<file path="config.mk">
export PLATFORM = sky130hd
export DESIGN_NAME = circle_segment_collision_pushout_top
export DESIGN_NICKNAME = d
export VERILOG_FILES = /design/src/hdl/cscp_pkg.sv /design/src/hdl/cscp_classify.sv /design/src/hdl/cscp_length.sv /design/src/hdl/cscp_divider.sv /design/src/hdl/circle_segment_collision_pushout_top.sv
export SDC_FILE = /design/constraint.sdc
export NUM_CORES = 2
export LEC_CHECK = 0
export BUFFER_PORTS_ARGS = -buffer_cell sky130_fd_sc_hd__clkbuf_2
export CAP_MARGIN = 20
export CORE_ASPECT_RATIO = 1.5
export CORE_MARGIN = 5
export CORE_UTILIZATION = 55
export DETAILED_ROUTE_END_ITERATION = 8
export GPL_TIMING_DRIVEN = 0
export PLACE_DENSITY = 0.81
export RECOVER_POWER = 25
export SLEW_MARGIN = 10
export SYNTH_ARGS = -nofsm -noshare
export SYNTH_HDL_FRONTEND = slang
export SYNTH_HIERARCHICAL = 1
export SYNTH_SLANG_ARGS = --single-unit
</file>
<file path="constraint.sdc">
create_clock -name clk -period 54.1 [get_ports clk]
set_input_delay 10.82 -clock clk [delete_from_list [all_inputs] [get_ports clk]]
set_output_delay 10.82 -clock clk [all_outputs]
set_load 0.01 [all_outputs]
</file>
<file path="src/hdl/cscp_pkg.sv">
// shared types and constants for the circle versus wall push-out pipeline
package cscp_pkg;

  localparam int QW = 12;           // quotient bits, one per divider stage
  localparam int NW = 31;           // dividend width
  localparam int DW = 19;           // divisor width (length below radius*256)
  localparam int LW = 25;           // full octagonal length width
  localparam int RW = 11;           // radius width
  localparam logic [LW-1:0] LEN_MIN = LW'(256);
  localparam logic [LW-1:0] K_S = LW'(164);
  localparam logic [LW-1:0] K_T = LW'(72);
  localparam logic [LW-1:0] K_S2 = LW'(15);
  localparam logic [LW-1:0] K_T2 = LW'(34);
  localparam logic [RW:0] PUSH_PAD = (RW+1)'(4);
  localparam logic [RW-1:0] RADIUS_RST = RW'(240);

  typedef struct packed {
    logic signed [15:0] cam_x;
    logic signed [15:0] cam_y;
    logic signed [11:0] start_x;
    logic signed [11:0] start_y;
    logic signed [11:0] end_x;
    logic signed [11:0] end_y;
  } in_beat_t;

  typedef struct packed {
    logic              hit;
    logic signed [15:0] new_x;
    logic signed [15:0] new_y;
  } out_beat_t;

  typedef struct packed {
    logic signed [15:0] cam_x;
    logic signed [15:0] cam_y;
    logic signed [15:0] xp;
    logic signed [15:0] yp;
    logic signed [15:0] lx;
    logic signed [15:0] ly;
  } geo_t;

  typedef struct packed {
    logic              hit;
    logic              point;
    logic signed [15:0] base_x;
    logic signed [15:0] base_y;
    logic signed [15:0] dx;
    logic signed [15:0] dy;
  } cls_t;

  typedef struct packed {
    cls_t        c;
    logic [15:0] a;
    logic [15:0] b;
    logic [16:0] s;
    logic [15:0] t;
  } st_t;

  typedef struct packed {
    cls_t          c;
    logic [15:0]   a;
    logic [15:0]   b;
    logic [LW-1:0] len;
  } len_t;

  typedef struct packed {
    logic              hit;
    logic              push;
    logic signed [15:0] base_x;
    logic signed [15:0] base_y;
    logic signed [15:0] dx;
    logic signed [15:0] dy;
    logic [NW-1:0]     rem_x;
    logic [NW-1:0]     rem_y;
    logic [DW-1:0]     den;
    logic [QW-1:0]     q_x;
    logic [QW-1:0]     q_y;
  } div_t;

endpackage

</file>
<file path="src/hdl/cscp_classify.sv">
// wall offsets and hit classification, two stages
module cscp_classify (
  input  logic                     clk,
  input  logic                     rst,
  input  logic [cscp_pkg::RW-1:0]  radius,
  input  logic                     in_valid,
  output logic                     in_ready,
  input  cscp_pkg::in_beat_t       in_data,
  output logic                     out_valid,
  input  logic                     out_ready,
  output cscp_pkg::cls_t           out_data
);

  cscp_pkg::geo_t geo;
  cscp_pkg::geo_t geo_next;
  cscp_pkg::cls_t cls;
  cscp_pkg::cls_t cls_next;
  logic v0;
  logic v1;
  logic en0;
  logic en1;

  logic signed [17:0] rs, nr, x18, y18, lx18, ly18, dh18, dv18, cx18, cy18;
  logic signed [15:0] dh, dv;

  assign en1 = !v1 || out_ready;
  assign en0 = !v0 || en1;
  assign in_ready = en0;
  assign out_valid = v1;
  assign out_data = cls;

  always_comb begin
    geo_next.cam_x = in_data.cam_x;
    geo_next.cam_y = in_data.cam_y;
    geo_next.xp = in_data.cam_x - {in_data.start_x, 4'b0};
    geo_next.yp = in_data.cam_y - {in_data.start_y, 4'b0};
    geo_next.lx = {in_data.end_x, 4'b0} - {in_data.start_x, 4'b0};
    geo_next.ly = {in_data.end_y, 4'b0} - {in_data.start_y, 4'b0};
  end

  always_comb begin
    rs = $signed({7'b0, radius});
    nr = -rs;
    x18 = 18'(geo.xp);
    y18 = 18'(geo.yp);
    lx18 = 18'(geo.lx);
    ly18 = 18'(geo.ly);
    cx18 = 18'(geo.cam_x);
    cy18 = 18'(geo.cam_y);
    dh = geo.xp - geo.lx;
    dv = geo.yp - geo.ly;
    dh18 = 18'(dh);
    dv18 = 18'(dv);
    cls_next.hit = 1'b0;
    cls_next.point = 1'b0;
    cls_next.base_x = geo.cam_x;
    cls_next.base_y = geo.cam_y;
    cls_next.dx = geo.xp;
    cls_next.dy = geo.yp;
    if (geo.ly == 16'sd0) begin
      if (y18 > nr && y18 < rs) begin
        if (lx18 > 18'sd0) begin
          if (x18 <= 18'sd0) begin
            if (x18 > nr) begin
              cls_next.hit = 1'b1;
              cls_next.point = 1'b1;
            end
          end else if (x18 >= lx18) begin
            if (dh18 < rs) begin
              cls_next.hit = 1'b1;
              cls_next.point = 1'b1;
              cls_next.dx = dh;
            end
          end else begin
            cls_next.hit = 1'b1;
            cls_next.base_y = 16'(cy18 + nr - y18);
          end
        end else begin
          if (x18 >= 18'sd0) begin
            if (x18 < rs) begin
              cls_next.hit = 1'b1;
              cls_next.point = 1'b1;
            end
          end else if (x18 <= lx18) begin
            if (dh18 > nr) begin
              cls_next.hit = 1'b1;
              cls_next.point = 1'b1;
              cls_next.dx = dh;
            end
          end else begin
            cls_next.hit = 1'b1;
            cls_next.base_y = 16'(cy18 + rs - y18);
          end
        end
      end
    end else if (geo.lx == 16'sd0) begin
      if (x18 > nr && x18 < rs) begin
        if (ly18 > 18'sd0) begin
          if (y18 <= 18'sd0) begin
            if (y18 > nr) begin
              cls_next.hit = 1'b1;
              cls_next.point = 1'b1;
            end
          end else if (y18 >= ly18) begin
            if (dv18 < rs) begin
              cls_next.hit = 1'b1;
              cls_next.point = 1'b1;
              cls_next.dy = dv;
            end
          end else begin
            cls_next.hit = 1'b1;
            cls_next.base_x = 16'(cx18 + rs - x18);
          end
        end else begin
          if (y18 >= 18'sd0) begin
            if (y18 < rs) begin
              cls_next.hit = 1'b1;
              cls_next.point = 1'b1;
            end
          end else if (y18 <= ly18) begin
            if (dv18 > nr) begin
              cls_next.hit = 1'b1;
              cls_next.point = 1'b1;
              cls_next.dy = dv;
            end
          end else begin
            cls_next.hit = 1'b1;
            cls_next.base_x = 16'(cx18 + nr - x18);
          end
        end
      end
    end
  end

  always_ff @(posedge clk) begin
    if (rst) begin
      v0 <= 1'b0;
      v1 <= 1'b0;
    end else begin
      if (en0) v0 <= in_valid;
      if (en1) v1 <= v0;
    end
  end

  always_ff @(posedge clk) begin
    if (en0) geo <= geo_next;
    if (en1) cls <= cls_next;
  end

endmodule

</file>
<file path="src/hdl/cscp_length.sv">
// octagonal length, push test and dividend setup, three stages
module cscp_length (
  input  logic                     clk,
  input  logic                     rst,
  input  logic [cscp_pkg::RW-1:0]  radius,
  input  logic                     in_valid,
  output logic                     in_ready,
  input  cscp_pkg::cls_t           in_data,
  output logic                     out_valid,
  input  logic                     out_ready,
  output cscp_pkg::div_t           out_data
);

  cscp_pkg::st_t  st;
  cscp_pkg::st_t  st_next;
  cscp_pkg::len_t ln;
  cscp_pkg::len_t ln_next;
  cscp_pkg::div_t dv;
  cscp_pkg::div_t dv_next;
  logic v0, v1, v2;
  logic en0, en1, en2;

  logic signed [16:0] dx17, dy17, ax17, ay17;
  logic [cscp_pkg::LW-1:0] s_w, t_w, p15, p34, dabs, rlim;
  logic [cscp_pkg::RW:0] rp4;
  logic [27:0] prod_x, prod_y;

  assign en2 = !v2 || out_ready;
  assign en1 = !v1 || en2;
  assign en0 = !v0 || en1;
  assign in_ready = en0;
  assign out_valid = v2;
  assign out_data = dv;

  // magnitudes, sum and difference
  always_comb begin
    dx17 = 17'(in_data.dx);
    dy17 = 17'(in_data.dy);
    ax17 = (dx17 < 17'sd0) ? -dx17 : dx17;
    ay17 = (dy17 < 17'sd0) ? -dy17 : dy17;
    st_next.c = in_data;
    st_next.a = ax17[15:0];
    st_next.b = ay17[15:0];
    st_next.s = {1'b0, ax17[15:0]} + {1'b0, ay17[15:0]};
    st_next.t = (ax17[15:0] >= ay17[15:0]) ? ax17[15:0] - ay17[15:0]
                                           : ay17[15:0] - ax17[15:0];
  end

  // s*164 + t*72 + |15s - 34t|
  always_comb begin
    s_w = cscp_pkg::LW'(st.s);
    t_w = cscp_pkg::LW'(st.t);
    p15 = s_w * cscp_pkg::K_S2;
    p34 = t_w * cscp_pkg::K_T2;
    dabs = (p15 >= p34) ? p15 - p34 : p34 - p15;
    ln_next.c = st.c;
    ln_next.a = st.a;
    ln_next.b = st.b;
    ln_next.len = s_w * cscp_pkg::K_S + t_w * cscp_pkg::K_T + dabs;
  end

  // push window and scaled dividends
  always_comb begin
    rlim = cscp_pkg::LW'({radius, 8'b0});
    rp4 = {1'b0, radius} + cscp_pkg::PUSH_PAD;
    prod_x = 28'(ln.a) * 28'(rp4);
    prod_y = 28'(ln.b) * 28'(rp4);
    dv_next.hit = ln.c.hit;
    dv_next.push = ln.c.point && (ln.len < rlim) && (ln.len >= cscp_pkg::LEN_MIN);
    dv_next.base_x = ln.c.base_x;
    dv_next.base_y = ln.c.base_y;
    dv_next.dx = ln.c.dx;
    dv_next.dy = ln.c.dy;
    dv_next.rem_x = {prod_x[22:0], 8'b0};
    dv_next.rem_y = {prod_y[22:0], 8'b0};
    dv_next.den = ln.len[cscp_pkg::DW-1:0];
    dv_next.q_x = '0;
    dv_next.q_y = '0;
  end

  always_ff @(posedge clk) begin
    if (rst) begin
      v0 <= 1'b0;
      v1 <= 1'b0;
      v2 <= 1'b0;
    end else begin
      if (en0) v0 <= in_valid;
      if (en1) v1 <= v0;
      if (en2) v2 <= v1;
    end
  end

  always_ff @(posedge clk) begin
    if (en0) st <= st_next;
    if (en1) ln <= ln_next;
    if (en2) dv <= dv_next;
  end

endmodule

</file>
<file path="src/hdl/cscp_divider.sv">
// restoring divider, one quotient bit per stage for both axes
module cscp_divider (
  input  logic           clk,
  input  logic           rst,
  input  logic           in_valid,
  output logic           in_ready,
  input  cscp_pkg::div_t in_data,
  output logic           out_valid,
  input  logic           out_ready,
  output cscp_pkg::div_t out_data
);

  localparam int QW = cscp_pkg::QW;
  localparam int NW = cscp_pkg::NW;

  cscp_pkg::div_t st [QW];
  cscp_pkg::div_t st_next [QW];
  logic [QW-1:0] v;
  logic [QW-1:0] en;

  always_comb begin
    en[QW-1] = !v[QW-1] || out_ready;
    for (int i = QW - 2; i >= 0; i--) begin
      en[i] = !v[i] || en[i+1];
    end
  end

  assign in_ready = en[0];
  assign out_valid = v[QW-1];
  assign out_data = st[QW-1];

  for (genvar i = 0; i < QW; i++) begin : g_stage
    localparam int K = QW - 1 - i;
    cscp_pkg::div_t src;
    logic [NW:0] dsh;

    if (i == 0) begin : g_first
      assign src = in_data;
    end else begin : g_rest
      assign src = st[i-1];
    end

    always_comb begin
      dsh = (NW+1)'(src.den) << K;
      st_next[i] = src;
      if ({1'b0, src.rem_x} >= dsh) begin
        st_next[i].rem_x = src.rem_x - dsh[NW-1:0];
        st_next[i].q_x[K] = 1'b1;
      end
      if ({1'b0, src.rem_y} >= dsh) begin
        st_next[i].rem_y = src.rem_y - dsh[NW-1:0];
        st_next[i].q_y[K] = 1'b1;
      end
    end

    always_ff @(posedge clk) begin
      if (rst) begin
        v[i] <= 1'b0;
      end else if (en[i]) begin
        v[i] <= (i == 0) ? in_valid : v[(i == 0) ? 0 : i-1];
      end
    end

    always_ff @(posedge clk) begin
      if (en[i]) st[i] <= st_next[i];
    end
  end

endmodule

</file>
<file path="src/hdl/circle_segment_collision_pushout_top.sv">
// top level: circle against axis-aligned wall collision with push-out
// One wall test enters per cycle unless the output stalls it back: two
// stages form the wall offsets and classify the hit, three stages build the
// octagonal endpoint length and the scaled dividends, twelve stages of a
// restoring divider produce one quotient bit each for x and y, and an output
// register applies the push. Every stage moves on its own valid bit, so a
// stalled output only holds back stages that are full and input beats keep
// flowing into bubbles. radius is written through the cfg channel, which is
// always ready; write it only while no beat is in flight.
module circle_segment_collision_pushout_top (
  input  logic                 clk,
  input  logic                 rst,
  input  logic                 cfg_valid,
  output logic                 cfg_ready,
  input  logic [10:0]          cfg_data,
  input  logic                 in_valid,
  output logic                 in_ready,
  input  cscp_pkg::in_beat_t   in_data,
  output logic                 out_valid,
  input  logic                 out_ready,
  output cscp_pkg::out_beat_t  out_data
);

  // collision radius register
  logic [cscp_pkg::RW-1:0] radius;

  // stage links
  logic           cls_valid, cls_ready;
  cscp_pkg::cls_t cls_data;
  logic           len_valid, len_ready;
  cscp_pkg::div_t len_data;
  logic           div_valid, div_ready;
  cscp_pkg::div_t div_data;

  // final adjust
  logic signed [16:0] qx17, qy17, sx17, sy17, bx17, by17, dx17, dy17;
  cscp_pkg::out_beat_t res_next;
  cscp_pkg::out_beat_t res;
  logic out_en;

  assign cfg_ready = 1'b1;

  always_ff @(posedge clk) begin
    if (rst) begin
      radius <= cscp_pkg::RADIUS_RST;
    end else if (cfg_valid) begin
      radius <= cfg_data;
    end
  end

  cscp_classify u_classify (
    .clk       (clk),
    .rst       (rst),
    .radius    (radius),
    .in_valid  (in_valid),
    .in_ready  (in_ready),
    .in_data   (in_data),
    .out_valid (cls_valid),
    .out_ready (cls_ready),
    .out_data  (cls_data)
  );

  cscp_length u_length (
    .clk       (clk),
    .rst       (rst),
    .radius    (radius),
    .in_valid  (cls_valid),
    .in_ready  (cls_ready),
    .in_data   (cls_data),
    .out_valid (len_valid),
    .out_ready (len_ready),
    .out_data  (len_data)
  );

  cscp_divider u_divider (
    .clk       (clk),
    .rst       (rst),
    .in_valid  (len_valid),
    .in_ready  (len_ready),
    .in_data   (len_data),
    .out_valid (div_valid),
    .out_ready (div_ready),
    .out_data  (div_data)
  );

  // quotient is a magnitude; restore the sign of the offset, then
  // replace the offset by the scaled one
  always_comb begin
    qx17 = $signed({5'b0, div_data.q_x});
    qy17 = $signed({5'b0, div_data.q_y});
    dx17 = 17'(div_data.dx);
    dy17 = 17'(div_data.dy);
    bx17 = 17'(div_data.base_x);
    by17 = 17'(div_data.base_y);
    sx17 = (dx17 < 17'sd0) ? -qx17 : qx17;
    sy17 = (dy17 < 17'sd0) ? -qy17 : qy17;
    res_next.hit = div_data.hit;
    if (div_data.push) begin
      res_next.new_x = 16'(bx17 + sx17 - dx17);
      res_next.new_y = 16'(by17 + sy17 - dy17);
    end else begin
      res_next.new_x = div_data.base_x;
      res_next.new_y = div_data.base_y;
    end
  end

  // output register: takes a new beat whenever it is empty or drained
  assign out_en = !out_valid || out_ready;
  assign div_ready = out_en;
  assign out_data = res;

  always_ff @(posedge clk) begin
    if (rst) begin
      out_valid <= 1'b0;
    end else if (out_en) begin
      out_valid <= div_valid;
    end
  end

  always_ff @(posedge clk) begin
    if (out_en) res <= res_next;
  end

  // a push only ever follows an endpoint hit
  a_push_hit: assert property (@(posedge clk) disable iff (rst)
    div_valid && div_data.push |-> div_data.hit)
    else $error("push without hit");

  // the quotient fits, so the divider leaves a remainder below the divisor
  a_rem_x: assert property (@(posedge clk) disable iff (rst)
    div_valid && div_data.push |-> div_data.rem_x < cscp_pkg::NW'(div_data.den))
    else $error("divider remainder x out of range");

  a_rem_y: assert property (@(posedge clk) disable iff (rst)
    div_valid && div_data.push |-> div_data.rem_y < cscp_pkg::NW'(div_data.den))
    else $error("divider remainder y out of range");

  // an empty output register lets the whole pipe advance
  a_ready_empty: assert property (@(posedge clk) disable iff (rst)
    !out_valid |-> in_ready)
    else $error("input stalled with empty output");

endmodule

</file>
# --- Word level (Yosys, flattened, before mapping) ---
# Memories as Yosys holds them, arrays and structs flattened.
# Index checks and enable logic that the tools add are counted.
totals:
  n_memories: 1
  ramBits: 2052
  inputBits: 96
  out_inout_bits: 36
  reg_bits: 609
mem_list:
  columns: ["memory", "depth", "width", "rd", "rd_clocked_by_memory_dff", "wr", "line_no", "text"]
  rows:
  - ["u_divider.st", 12, 171, 12, 0, 12, "cscp_divider.sv:16", "cscp_pkg::div_t st [QW];"]
op_classes:
  order_cmp: 50
  n_reduce_logical: 42
  addsub: 55
  n_mul: 6
  mux: 131
op_table:
  columns: ["op", "count"]
  rows:
  - ["$mux 31", 24]
  - ["$mux 16", 26]
  - ["$sub 16x16->16", 14]
  - ["$mux 32", 6]
  - ["$gt 16x18->1", 4]
  - ["$add 16x16->16", 4]
  - ["$lt 16x1->1 const B", 4]
  - ["$lt 16x12->1", 4]
  - ["$ge 31x19->1", 2]
  - ["$ge 31x20->1", 2]
  - ["$ge 31x21->1", 2]
  - ["$ge 31x22->1", 2]
  - ["$ge 31x23->1", 2]
  - ["$ge 31x24->1", 2]
  - ["$ge 31x25->1", 2]
  - ["$ge 31x26->1", 2]
  - ["$ge 31x27->1", 2]
  - ["$ge 31x28->1", 2]
  - ["$ge 31x29->1", 2]
  - ["$ge 31x30->1", 2]
  - ["$sub 31x19->31", 2]
  - ["$sub 31x20->31", 2]
  - ["$sub 31x21->31", 2]
  - ["$sub 31x22->31", 2]
  - ["other kinds (39)", 166]

# --- Longest topological paths before layout ---
depth:
  ltp_word: 19
  mapped_depth: 41
  depth_no_buf: 38

# --- Cells and area by module ---
# The synthesis kept the hierarchy.
modules_own_cells:
  columns: ["module", "instances", "area_per_inst_um2", "cells_per_inst"]
  rows:
  - ["cscp_divider", 1, 92944.1, 6801]
  - ["cscp_length", 1, 33664.8, 3119]
  - ["cscp_classify", 1, 15747.6, 1644]
  - ["circle_segment_collision_pushout_top", 1, 4504.3, 496]

# --- Least setup slack after synthesis ---
# OpenSTA, ideal clock, no wires.
synth_timing:
  path_type: "input -> output"
  startpoint: "in out_ready"
  endpoint: "out in_ready"
  setup_slack_ps: 11440
  t_required_ps: 43280
  arrival_ps: 31840
  cell_stages: 13
  cell_sequence: "nand2b_1 > nor2b_1 > inv_1 > nor2_1 > and2_1 > nand3_1 > nor2_1 > nand4_1 > nor2b_1 > and2_1 > nand2_1 > nor2b_1 > nand2_1"
synth_between:
  elab_chain_len: 18
synth_lines:
  columns: ["item", "line_no", "text"]
  rows:
  - ["from (decl)", "circle_segment_collision_pushout_top.sv:20", "input logic out_ready,"]
  - ["$logic_or 1x1->1", "circle_segment_collision_pushout_top.sv:108", "assign out_en = !out_valid || out_ready;"]
  - ["$logic_or 1x1->1", "cscp_divider.sv:22", "en[QW-1] = !v[QW-1] || out_ready;"]
  - ["named net u_divider.en[11]", "cscp_divider.sv:19", "logic [QW-1:0] en;"]
  - ["$logic_or 1x1->1 (7 in series)", "cscp_divider.sv:24", "en[i] = !v[i] || en[i+1];"]
  - ["named net u_divider.en[4]", "cscp_divider.sv:19", null]
  - ["$logic_or 1x1->1 (4 in series)", "cscp_divider.sv:24", null]
  - ["named net len_ready", "circle_segment_collision_pushout_top.sv:30", "logic len_valid, len_ready;"]
  - ["$logic_or 1x1->1", "cscp_length.sv:28", "assign en2 = !v2 || out_ready;"]
  - ["$logic_or 1x1->1", "cscp_length.sv:29", "assign en1 = !v1 || en2;"]
  - ["$logic_or 1x1->1", "cscp_length.sv:30", "assign en0 = !v0 || en1;"]
  - ["named net cls_ready", "circle_segment_collision_pushout_top.sv:28", "logic cls_valid, cls_ready;"]
  - ["$logic_or 1x1->1", "cscp_classify.sv:26", "assign en1 = !v1 || out_ready;"]
  - ["$logic_or 1x1->1", "cscp_classify.sv:27", "assign en0 = !v0 || en1;"]
  - ["to (decl)", "circle_segment_collision_pushout_top.sv:17", "output logic in_ready,"]
# The timed path passes the listed nets, and every way through them passes these cells.

# --- Final worst setup path ---
layout_timing:
  startpoint: "in out_ready"
  endpoint: "out in_ready"
layout_between:
  elab_chain_len: 18
layout_lines:
  columns: ["item", "line_no", "text"]
  rows:
  - ["$logic_or 1x1->1", "circle_segment_collision_pushout_top.sv:108", null]
  - ["named net div_ready", "circle_segment_collision_pushout_top.sv:32", "logic div_valid, div_ready;"]
  - ["$logic_or 1x1->1", "cscp_divider.sv:22", null]
  - ["named net u_divider.en[11]", "cscp_divider.sv:19", null]
  - ["$logic_or 1x1->1 (7 in series)", "cscp_divider.sv:24", null]
  - ["named net u_divider.en[4]", "cscp_divider.sv:19", null]
  - ["$logic_or 1x1->1 (4 in series)", "cscp_divider.sv:24", null]
  - ["named net len_ready", "circle_segment_collision_pushout_top.sv:30", null]
  - ["$logic_or 1x1->1", "cscp_length.sv:28", null]
  - ["$logic_or 1x1->1", "cscp_length.sv:29", null]
  - ["$logic_or 1x1->1", "cscp_length.sv:30", null]
  - ["named net cls_ready", "circle_segment_collision_pushout_top.sv:28", null]
  - ["$logic_or 1x1->1", "cscp_classify.sv:26", null]
  - ["$logic_or 1x1->1", "cscp_classify.sv:27", null]
# The timed path passes the listed nets, and every way through them passes these cells.

==> results by group <==
Status
  – Status: finished, final reports clean

Yosys
  – Ys Warns: 6
  – Mapped Area: 143,000 um^2
  – Synthesized area per cell: 12.2 um^2
  – Synth Instances: 11.7k

Setup path
  – Startpoint types: primary input
  – Critical path capture point type: output pin
  – Critical Path RT: 43.28 ns
  – Flop2flop setup slack: 43.92 ns
  – Crit path kind: in -> out
  – R2R cell count: 37
  – CP arrival: 18.55 ns
  – Worst reg2reg path startpoint: u_length/s_w[0]$_DFFE_PP_
  – R2R Path End: u_length/ln[23]$_DFFE_PP_
  – CP max FO: 70

Global routing
  – Gr usage total: 0.277
  – Vias in the first global route: 96.7k
  – Pin count of the biggest net entering global routing: 119
  – Initial antenna violation count: 15
  – First-pass GRT wire length: 567 mm
  – Grt ovf: 0

CTS
  – CTS tree: yes
  – Post_cts resized: 0
  – Post-CTS Setup Bufs: 0
  – Root buf cell: clkbuf_16
  – Max Root-Sink Buffers: 4
  – Clk_lat worst skew: 0.93 ns
  – H-tree depth reported by CTS: 4
  – Total CTS buffers: 239
  – Hold-fix buffers, CTS: 0
  – Clock transition at the registers of the reported paths: 0.08 ns
  – Sink Count: 2,559

STA
  – Pins Over Slew Limit: 0
  – Clk_skew: 0.128 ns
  – Slew of the pin with the lowest slew margin: 1.18 ns
  – Relative slew slack: 0.214
  – Fin. Hold Viols: 0
  – Max Freq: 34.0 MHz
  – Final TNS setup: 0 ns
  – Unrepaired setup endpoints after global routing: no
  – Final period util: 0.543
  – Final Critical Period: 29.37 ns
  – Setup Viol. Count Final: 0

Min path
  – Min-delay worst type: reg -> reg
  – Worst Hold Depth: 0
  – Min-delay src: u_length/ln_next[43]$_DFFE_PP_
  – Min-Delay Endpoint: u_length/ln[43]$_DFFE_PP_

Die
  – Overall die width: 426 um
  – Die area: 270,000 um^2
  – Initial Utilization: 0.551
  – Core ar.: 259,000 um^2
  – I/O pin cnt: 132
  – Die Ht: 634 um
  – Row count: 229

Detailed routing
  – DRT iter0 DRCs: 7,062
  – DR WL/cell: 23.7 um
  – Drt pass-1 iters: 9
  – # DRC: 0
  – Total wire length: 377 mm
  – Drt via density: 5.89
  – Vias: 93.4k
  – Antenna-violating nets left: 0

Placed design
  – Port-buffer cells: 130
  – Placer Congestion: 0.990
  – DPL Wire Length: 282 mm

Layout
  – NumNets Final: 13.8k
  – Reg area: 76,600 um^2
  – Area of the multi-input gates: 60,600 um^2
  – Most common cell after layout, fill and taps aside: edfxtp_1
  – Area growth syn-to-layout: 9.84%
  – Fillers: 19.8k
  – Share of cells above drive strength 1: 0.0721
  – Most frequent cells in the layout: edfxtp_1 (2,530), inv_1 (1,189), ha_1 (1,107), nand2_1 (864), a21oi_1 (635)

Job
  – Max-cap violation count: 0
[metal layers]
metal	GRT usage	up-vias	routed length [um]
met3	0.0378	1589	20400
met4	0.251	6	42500
li1	-	43113	-
met5	0	-	30
met1	0.264	44687	116000
met2	0.511	3980	198000
[cell type report]
type	count	area share
Antenna cell	35	0.000559
Buffer	284	0.00849
Clock buffer	273	0.0392
Clock inverter	166	0.0107
Inverter	1204	0.0291
Multi-Input combinational cell	7707	0.386
Sequential cell	2559	0.488
Tap cell	3465	0.0276
Timing Repair Buffer	171	0.00969
[worst max path at each step]
stage	from	to	slack, ns	cells past startpoint
floorplan	out_ready	in_ready	12.53	13
global placement	out_ready	in_ready	3.02	15
detailed placement	out_ready	in_ready	25.15	19
CTS	out_ready	in_ready	24.71	19
global route	out_ready	in_ready	24.34	19
finish	out_ready	in_ready	24.73	19
[sequential cells by signal (all words and copies together), names as in the netlist, 15 cells and up]
| name | count |
|---|---|
| out_data | 33 |
| u_classify/cy18 | 16 |
| u_length/dv_next | 84 |
| u_length/ln_next | 96 |
| u_length/s_w | 17 |
| u_classify/geo | 48 |
| u_length/out_data | 131 |
| u_length/ln | 37 |
| u_classify/out_data | 66 |
| u_divider/st | 1971 |
| u_length/st | 15 |
| u_classify/cx18 | 16 |
[stage by stage]
stage	utilization	worst slack (ns)	std cells	area [um^2]	hold WS (ns)
after floorplan	-	12.53	11754	143000	0.400
after global routing	0.605	24.34	15859	157000	0.372
final	0.605	24.73	15864	157000	0.370
after CTS	0.605	24.71	15827	157000	0.366
after global placement	0.571	3.02	15349	148000	0.400
after detailed placement	0.575	25.15	15388	149000	0.405
[critical path, cell delays in order]
cell and delay [ns]:
clkbuf_2 0.08, nand2b_2 0.35, nor2b_1 0.62, inv_4 0.41, nor2_1 0.56, and2_1 0.52
nand3_4 0.49, buf_12 0.39, nor2_1 0.76, nand4_1 0.79, buf_8 0.42, nor2b_1 0.35
and2_1 0.40, nand2_4 0.13, buf_16 0.24, nor2b_1 0.44, nand2_4 0.22, buf_16 0.25
clkbuf_2 0.19
Power is not shown: default switching activity piles up to over one toggle a cycle in this logic, so the estimate is an artifact.
